===== src/rtl/core/wsp_pkg.sv =====
// ----------------------------------------------------------------------------
// wsp_pkg
// shared types, widths and register codes of the world-to-screen projection
// ----------------------------------------------------------------------------
package wsp_pkg;

	localparam int COEFF_WIDTH = 16;
	localparam int POS_WIDTH   = 32;
	localparam int FRAC_POS    = 16;
	localparam int FRAC_CLIP   = 28;
	localparam int REG_W       = 64;
	localparam int SIZE_W      = 14;
	localparam int ADDR_W      = 6;
	localparam int PROD_W      = POS_WIDTH + COEFF_WIDTH;
	localparam int CLIP_W      = PROD_W + 2;
	localparam int Q_W         = CLIP_W + 1;
	localparam int M_W         = SIZE_W + 7;
	localparam int LO_W        = 25;
	localparam int HI_W        = Q_W - LO_W;
	localparam int LO_PW       = LO_W + M_W;
	localparam int HI_PW       = HI_W + M_W + 1;
	localparam int N_W         = Q_W + M_W + 3;
	localparam int OUT_W       = 24;
	localparam int QUO_W       = OUT_W;
	localparam int DIV_STAGES  = QUO_W + 1;
	localparam int BACK_STAGES = DIV_STAGES + 3;
	localparam int FIFO_DEPTH  = 4;
	localparam int FIFO_AW     = 2;
	localparam int FIFO_CW     = 3;

	localparam logic signed [CLIP_W-1:0] ONE_CLIP = CLIP_W'(1) <<< FRAC_CLIP;
	localparam logic signed [OUT_W-1:0]  OUT_MAX  = {1'b0, {(OUT_W-1){1'b1}}};
	localparam logic signed [OUT_W-1:0]  OUT_MIN  = {1'b1, {(OUT_W-1){1'b0}}};

	typedef enum logic [2:0] {
		REG_COEF_X = 3'd0,
		REG_COEF_Y = 3'd1,
		REG_COEF_Z = 3'd2,
		REG_COEF_T = 3'd3,
		REG_WIDTH  = 3'd4,
		REG_HEIGHT = 3'd5
	} reg_idx_t;

	typedef struct packed {
		logic [REG_W-1:0] coef_x;
		logic [REG_W-1:0] coef_y;
		logic [REG_W-1:0] coef_z;
		logic [REG_W-1:0] coef_t;
	} coef_t;

	typedef struct packed {
		logic signed [CLIP_W-1:0] cx;
		logic signed [CLIP_W-1:0] cy;
		logic signed [CLIP_W-1:0] cw;
	} clip_t;

	typedef struct packed {
		logic full;
		logic empty;
	} fifo_stat_t;

	function automatic logic signed [COEFF_WIDTH-1:0] lane(input logic [REG_W-1:0] r,
		input int k);
		return r[k*COEFF_WIDTH +: COEFF_WIDTH];
	endfunction

	// clip x, y and w come from lanes 0, 1 and 3
	function automatic int lane_of(input int i);
		return (i == 2) ? 3 : i;
	endfunction

endpackage


===== src/rtl/core/wsp_fifo.sv =====
// ----------------------------------------------------------------------------
// wsp_fifo
// short queue of clip beats between front and back
// ----------------------------------------------------------------------------
module wsp_fifo (
	input  logic                 clk,
	input  logic                 arst_n,
	input  logic                 push,
	input  wsp_pkg::clip_t       wdata,
	input  logic                 pop,
	output wsp_pkg::clip_t       rdata,
	output wsp_pkg::fifo_stat_t  stat
);
	import wsp_pkg::*;

	clip_t                mem_q [FIFO_DEPTH];
	logic [FIFO_AW-1:0]   wr_ptr_q;
	logic [FIFO_AW-1:0]   rd_ptr_q;
	logic [FIFO_CW-1:0]   cnt_q;

	assign stat.full  = (cnt_q == FIFO_CW'(FIFO_DEPTH));
	assign stat.empty = (cnt_q == '0);
	assign rdata      = mem_q[rd_ptr_q];

	always_ff @(posedge clk) begin
		if (push) begin
			mem_q[wr_ptr_q] <= wdata;
		end
	end

	always_ff @(posedge clk or negedge arst_n) begin
		if (!arst_n) begin
			wr_ptr_q <= '0;
			rd_ptr_q <= '0;
			cnt_q    <= '0;
		end else begin
			if (push) begin
				wr_ptr_q <= wr_ptr_q + 1'b1;
			end
			if (pop) begin
				rd_ptr_q <= rd_ptr_q + 1'b1;
			end
			cnt_q <= cnt_q + FIFO_CW'(push) - FIFO_CW'(pop);
		end
	end

endmodule


===== config.mk =====
export PLATFORM = sky130hd
export DESIGN_NAME = wsp_fifo
export DESIGN_NICKNAME = d
export VERILOG_FILES = /design/src/rtl/core/wsp_pkg.sv /design/src/rtl/core/wsp_fifo.sv
export SDC_FILE = /design/constraint.sdc
export NUM_CORES = 1
export LEC_CHECK = 0
export BUFFER_PORTS_ARGS = -buffer_cell sky130_fd_sc_hd__buf_2
export CORE_AREA = 2 2 213 215
export DETAILED_ROUTE_END_ITERATION = 10
export DIE_AREA = 0 0 215 217
export HOLD_SLACK_MARGIN = 0.15
export PLACE_DENSITY = 0.71
export SLEW_MARGIN = 20
export SYNTH_ARGS = -nofsm -noshare
export SYNTH_HDL_FRONTEND = slang
export SYNTH_SLANG_ARGS = --single-unit
export TNS_END_PERCENT = 50

===== constraint.sdc =====
create_clock -name clk -period 12.1 [get_ports clk]
set_input_delay 1.815 -clock clk [delete_from_list [all_inputs] [get_ports clk]]
set_output_delay 1.815 -clock clk [all_outputs]
set_load 0.02 [all_outputs]

==> results of run 1 <==
## where the power goes
part / switching [uW] / leakage [uW] / internal [uW]
registers: 132 / 0.00559 / 2750
clock network: 743 / 0.000951 / 1070
logic: 1210 / 0.00235 / 794
## worst register-to-register path, cell delays in order, from the launching register on
cell and delay, ns:
dfrtp_1 0.43, inv_1 0.11, ha_1 0.16, and2_4 0.68, buf_4 0.78
## per-stage QoR
stage / util (%) / hold WS, ns / cells / worst slack (ns) / total power (uW)
2_1_floorplan: - / 0.4914 / 818 / 6.335 / 4371
5_1_grt: 58.43 / 0.5715 / 1816 / 5.825 / 6988
6_report: 58.44 / 0.5447 / 1818 / 6.253 / 6696
3_3_place_gp: 54.08 / 0.5200 / 1702 / 6.690 / 4952
4_1_cts: 58.41 / 0.5384 / 1813 / 6.009 / 6800
3_5_place_dp: 54.08 / 0.5295 / 1702 / 6.690 / 4978
## layout make-up
class                      count  share of cell area (%)
antenna                        5                 0.04790
clock buffer                  73                   6.016
clock inverter                38                   1.399
inverter                       6                 0.08622
multi-input combinational    171                   13.69
sequential                   607                   69.67
tap                          600                   2.874
timing repair buffer         318                   6.217
## cell usage after synthesis (all sizes together)
cell / instances / share of area [%]
xor2: 2 / 0.080
and3: 1 / 0.028
fa: 1 / 0.091
o21ai: 1 / 0.023
and2: 4 / 0.11
mux4: 150 / 15
edfxtp: 600 / 82
nand2: 2 / 0.034
ha: 6 / 0.34
clkbuf: 6 / 0.10
inv: 6 / 0.10
buf: 28 / 0.92
xnor2: 3 / 0.12
dfrtp: 7 / 0.80
nor3: 1 / 0.023
## layer usage
metal  up-vias  GRT usage [%]
met5         -              0
met4         8          6.506
met3        80          5.297
met2       302          28.37
met1      5209          23.72
li1       4253              -
## worst paths after layout
path | slack (ns) | from | cells past startpoint | endpoint
hold / removal | 0.54 | wr_ptr_q[0] | 1 | wr_ptr_q[0]
setup reg to reg | 9.51 | wr_ptr_q[0] | 4 | mem_q[0][70]
setup / recovery | 6.25 | rd_ptr_q[0] | 4 | rdata[10]
hold reg to reg | 0.54 | wr_ptr_q[0] | 1 | wr_ptr_q[0]
max in group asynchronous | 10.86 | arst_n | 1 | rd_ptr_q[1]
min in group asynchronous | 1.05 | arst_n | 1 | rd_ptr_q[0]
## cell usage in the layout, fill, tap and decap left out, types with 2 or more instances in the layout
cell type / n
buf_2: 305
diode_2: 5
xnor2_1: 3
clkinv_2: 12
edfxtp_1: 600
ha_1: 6
mux4_2: 150
bufinv_16: 7
buf_4: 13
and2_4: 4
clkinv_4: 2
clkbuf_16: 61
clkbuf_1: 12
xor2_1: 2
nand2_1: 2
inv_1: 6
dfrtp_1: 5
clkinv_1: 14
dfrtp_4: 2
inv_6: 2
## registers in the layout, indices dropped and copies added, names as in the netlist
signal / count
wr_ptr_q: 2
rd_ptr_q: 2
cnt_q: 3
mem_q: 600
## cell families (layout without fill, tap and decap cells)
logic type | Yosys count | in the layout
flip-flops | 607 | 607
multiplexers | 150 | 150
buffers and inverters | 40 | 435
AND/OR/NAND/NOR | 8 | 8
adder cells (fa/ha/maj) | 7 | 7
XOR/XNOR | 5 | 5
AO/OA/AOI/OAI | 1 | 1
other | 0 | 5
==> results.json, run 1 <==
{
  "status": "complete, no violations",
  "ios": 306,
  "highest_layer": "met5",
  "first_pass_iters": 5,
  "worstPathRequired_ns": 10.28,
  "fill_cells": 3272,
  "final.setup.tns_ns": 0,
  "multiInputGateArea_sq_mm": 0.003576,
  "io_buffers": 305,
  "fmax_mhz": 171.0,
  "grt_overflow": 0,
  "seq_area_sq_mm": 0.01820,
  "grt_pass1_vias": 10538,
  "cts-root-buf": "clkbuf_16",
  "total_leakage_power_uw": 0.008893,
  "period_needed_ns": 5.847,
  "netlist_area_sq_mm": 0.02201,
  "ys_ff_latch": 607,
  "synthXorXnorAreaFrac_pct": 0.1990,
  "globalplace.congestion": 0.7350,
  "syn-num-nets": 979,
  "ctsHtreeMaxLevel": 2,
  "clkSlewWorstSetupHoldPaths_ns": 0.06,
  "synth_top_family_by_area": "multiplexers",
  "synth_compound_area_share_pct": 0.02274,
  "first_iter_violations": 704,
  "wl_met1_um": 16800,
  "post-dp-hpwl_um": 24090,
  "grt_usage_pct": 17.83,
  "path_cells": "buf_4, buf_4, mux4_2, buf_2",
  "p_per_area_mw_per_mm2": 256.3,
  "path_common_cell": "buf_4",
  "ctsLongestPathBuffers": 3,
  "viasPerCell": 5.419,
  "wl_met2_um": 20460,
  "ctsHoldBuffers": 0,
  "drv_cap": 0,
  "slowest_delay_ns": 0.89,
  "final.period_utilization_pct": 48.33,
  "grt_pass1_wl_um": 62440,
  "layout-area-overhead-vs-synth_pct": 18.71,
  "syn_area_per_cell_sq_um": 26.90,
  "grt_max_degree": 68,
  "crit_type": "flip-flop to primary output",
  "final_area_sq_mm": 0.02612,
  "remaining_drc_errors": 0,
  "die_area_sq_mm": 0.04666,
  "final_antenna_net_count": 0,
  "cts_tree": "done",
  "cts_sinks": 607,
  "endpoint_kind": "primary output",
  "antenna_found_initial": 8,
  "drv_slew": 0,
  "start_kind": "flip-flop",
  "numCtsBuffers": 60,
  "slowest_stage": "dfrtp_4",
  "row_count": 78,
  "synth_adder_area_share_pct": 0.4321,
  "hold_violations": 0,
  "cts_resized": 0,
  "min_path_type": "flip-flop to flip-flop",
  "skew_ns": 0.01212,
  "yosys_warnings": 0,
  "num_vias": 9852,
  "cts_setup_buffers": 0,
  "crit_path_max_fanout": 46,
  "dr_wl_met3_um": 3136,
  "synthSimpleGateAreaFrac_pct": 0.1990,
  "clock_latency_ns": 0.60,
  "ys_seq_area_share_pct": 82.67,
  "ir_drop_v": 0.0001743,
  "die_w_um": 215,
  "cp_top_family": "buffers and inverters",
  "tightest_slew_ns": 1.047,
  "wl_um": 41450,
  "wire_per_inst_um": 22.80,
  "floorplan.initialDensity_pct": 49.23,
  "layout-drive-gt1-share_pct": 46.08,
  "chipHeight_um": 217,
  "maxSlewHeadroom_pct": 30.19,
  "path_buf_inv": 3,
  "nets": 1325,
  "placed_area_sq_mm": 0.02417,
  "coreArea_sq_mm": 0.04470,
  "arrival_ns": 4.03,
  "finalSetupViolations": 0,
  "synth.distinct_cells": 16,
  "rsz0062_at_grt": "no",
  "muxShareOfSynthArea_pct": 15.35,
  "synthCells": 818
}
(Power assumes the default switching activity.)
==> inputs of run 2 (changes only) <==
--- a/config.mk
+++ b/config.mk
@@ -10,7 +10,7 @@
 export DETAILED_ROUTE_END_ITERATION = 10
 export DIE_AREA = 0 0 215 217
 export HOLD_SLACK_MARGIN = 0.15
-export PLACE_DENSITY = 0.71
+export PLACE_DENSITY = 0.73
 export SLEW_MARGIN = 20
 export SYNTH_ARGS = -nofsm -noshare
 export SYNTH_HDL_FRONTEND = slang
==> constraint.sdc (replaced) <==
create_clock -name clk -period 4.75 [get_ports clk]
set_input_delay 0.7125 -clock clk [delete_from_list [all_inputs] [get_ports clk]]
set_output_delay 0.7125 -clock clk [all_outputs]
set_load 0.02 [all_outputs]
==> results.json, run 2 (synthesized netlist as in run 1, its figures left out) <==
{
  "status": "complete, no violations",
  "most-common-layout-cells": "600 x edfxtp_1, 305 x buf_2, 150 x mux4_2, 61 x clkbuf_16, 20 x clkbuf_1",
  "start_kind": "flip-flop",
  "seqPwrFrac_pct": 43.1,
  "chipHeight_um": 217,
  "endpoint_kind": "primary output",
  "p_per_area_mw_per_mm2": 648.1,
  "cts_sinks": 607,
  "hp-start": "wdata[112]",
  "clkSlewWorstSetupHoldPaths_ns": 0.06,
  "total_leakage_power_uw": 0.008856,
  "grt_max_degree": 151,
  "path_cells": "buf_4, mux4_2, buf_2",
  "power.internal_uw": 11670,
  "final.period_utilization_pct": 69.90,
  "grt_overflow": 0,
  "min_path_type": "input pin to flip-flop",
  "first_pass_iters": 5,
  "rsz0062_at_grt": "no",
  "combPwrFrac_pct": 30.7,
  "placed_area_sq_mm": 0.02425,
  "cts_tree": "done",
  "worstPathRequired_ns": 4.04,
  "path_buf_inv": 2,
  "period_needed_ns": 3.320,
  "wl_um": 40770,
  "regToRegEndpoint": "mem_q[0][100]",
  "slowest_delay_ns": 0.85,
  "busiest_layer": "met2",
  "antenna_found_initial": 10,
  "holdWs_ns": 0.3096,
  "crit_path_max_fanout": 39,
  "numCtsBuffers": 60,
  "use_met3_pct": 6.219,
  "arrival_ns": 2.61,
  "cts_setup_buffers": 0,
  "wire_per_inst_um": 22.49,
  "ios": 306,
  "cp_top_family": "flip-flops",
  "die_w_um": 215,
  "grt_pass1_wl_um": 61210,
  "reg2reg_depth": 4,
  "met1_usage_pct": 23.61,
  "drv_cap": 0,
  "final_antenna_net_count": 0,
  "viasPerCell": 5.391,
  "finalSetupViolations": 0,
  "clkPwrFrac_pct": 26.2,
  "first_iter_violations": 677,
  "crit_type": "flip-flop to primary output",
  "top_regs": "mem_q x600, cnt_q x3",
  "multiInputGateArea_sq_mm": 0.003576,
  "num_vias": 9773,
  "layout-drive-gt1-share_pct": 45.45,
  "maxSlewHeadroom_pct": 12.16,
  "drv_slew": 0,
  "final_area_sq_mm": 0.02612,
  "row_count": 78,
  "switchingPower_uw": 5263,
  "floorplan.initialDensity_pct": 49.23,
  "clock_latency_ns": 0.61,
  "fin_util_pct": 58.44,
  "io_buffers": 305,
  "tightest_slew_ns": 1.318,
  "coreArea_sq_mm": 0.04470,
  "skew_ns": 0.02218,
  "ctsHtreeMaxLevel": 2,
  "fmax_mhz": 301.2,
  "remaining_drc_errors": 0,
  "grt_usage_pct": 17.53,
  "power_uw": 16930,
  "nets": 1325,
  "grt_pass1_vias": 10025,
  "final.setup.tns_ns": 0,
  "met2_usage_pct": 27.56,
  "seq_area_sq_mm": 0.01820,
  "slowest_stage": "dfrtp_4",
  "netSwitchingFraction_pct": 31.08,
  "ctsLongestPathBuffers": 3,
  "fill_cells": 3246,
  "largest_reg_flops": 600,
  "die_area_sq_mm": 0.04666,
  "layout-area-overhead-vs-synth_pct": 18.70,
  "reg2reg_from": "wr_ptr_q[0]",
  "cts-root-buf": "clkbuf_16",
  "ir_drop_v": 0.0004865,
  "min_path_cells": 1,
  "final_common_cell": "edfxtp_1",
  "globalplace.congestion": 0.7009,
  "hold_end": "mem_q[0][112]",
  "largest_register": "mem_q",
  "hold_violations": 0,
  "post-dp-hpwl_um": 23060,
  "reg2reg_slack_ns": 2.55
}
## run 2: changes by cell type in the layout (fill, tap and decap cells not counted), sizes merged
cell	delta
clkbuf	+9
diode	-2
clkinvlp	+2
clkinv	-12
dlygate4sd3	+1
bufinv	-3
buf	-1
inv	+1
## run 2: stage by stage
step | instances | worst slack [ns]
finish | 1813 | 1.430
global route | 1810 | 1.265
CTS | 1810 | 1.291
detailed placement | 1701 | 1.987
global placement | 1701 | 2.050
floorplan | 818 | 0.08726
## run 2: cell type report
cell class,instances,share of cell area [%]
Antenna cell,3,0.02874
Clock buffer,82,6.184
Clock inverter,26,0.9005
Inverter,6,0.08622
Multi-Input combinational cell,171,13.69
Sequential cell,607,69.67
Tap cell,600,2.874
Timing Repair Buffer,318,6.562
## run 2: worst max path at each step
stage	cells past startpoint	slack (ns)	endpoint	startpoint
detailed placement	3	1.99	rdata[113]	rd_ptr_q[1]
finish	3	1.43	rdata[121]	rd_ptr_q[1]
global placement	3	2.05	rdata[113]	rd_ptr_q[1]
CTS	3	1.29	rdata[121]	rd_ptr_q[1]
floorplan	1	0.09	mem_q[0][0]	push
global route	3	1.27	rdata[121]	rd_ptr_q[1]
## run 2: routing by layer
metal / part of all wire, % / up-vias
met1: 41 / 5136
met2: 49 / 293
met5: 0.23 / -
li1: - / 4245
met4: 2.1 / 16
met3: 8.0 / 83
## run 2: power by group through the flow
| stage | combinational (uW) | clock, uW | sequential, uW |
|---|---|---|---|
| global placement | 5290 | 0 | 7360 |
| CTS | 5330 | 4560 | 7320 |
| global route | 5540 | 4760 | 7380 |
| finish | 5200 | 4430 | 7300 |
| floorplan | 3740 | 0 | 7390 |
| detailed placement | 5310 | 0 | 7420 |
## run 2: what timing repair did
item | in CTS | in global routing
endpoints found under the hold margin | 7 | 0
hold buffers | 1 | 0
gates resized for setup | 0 | 0
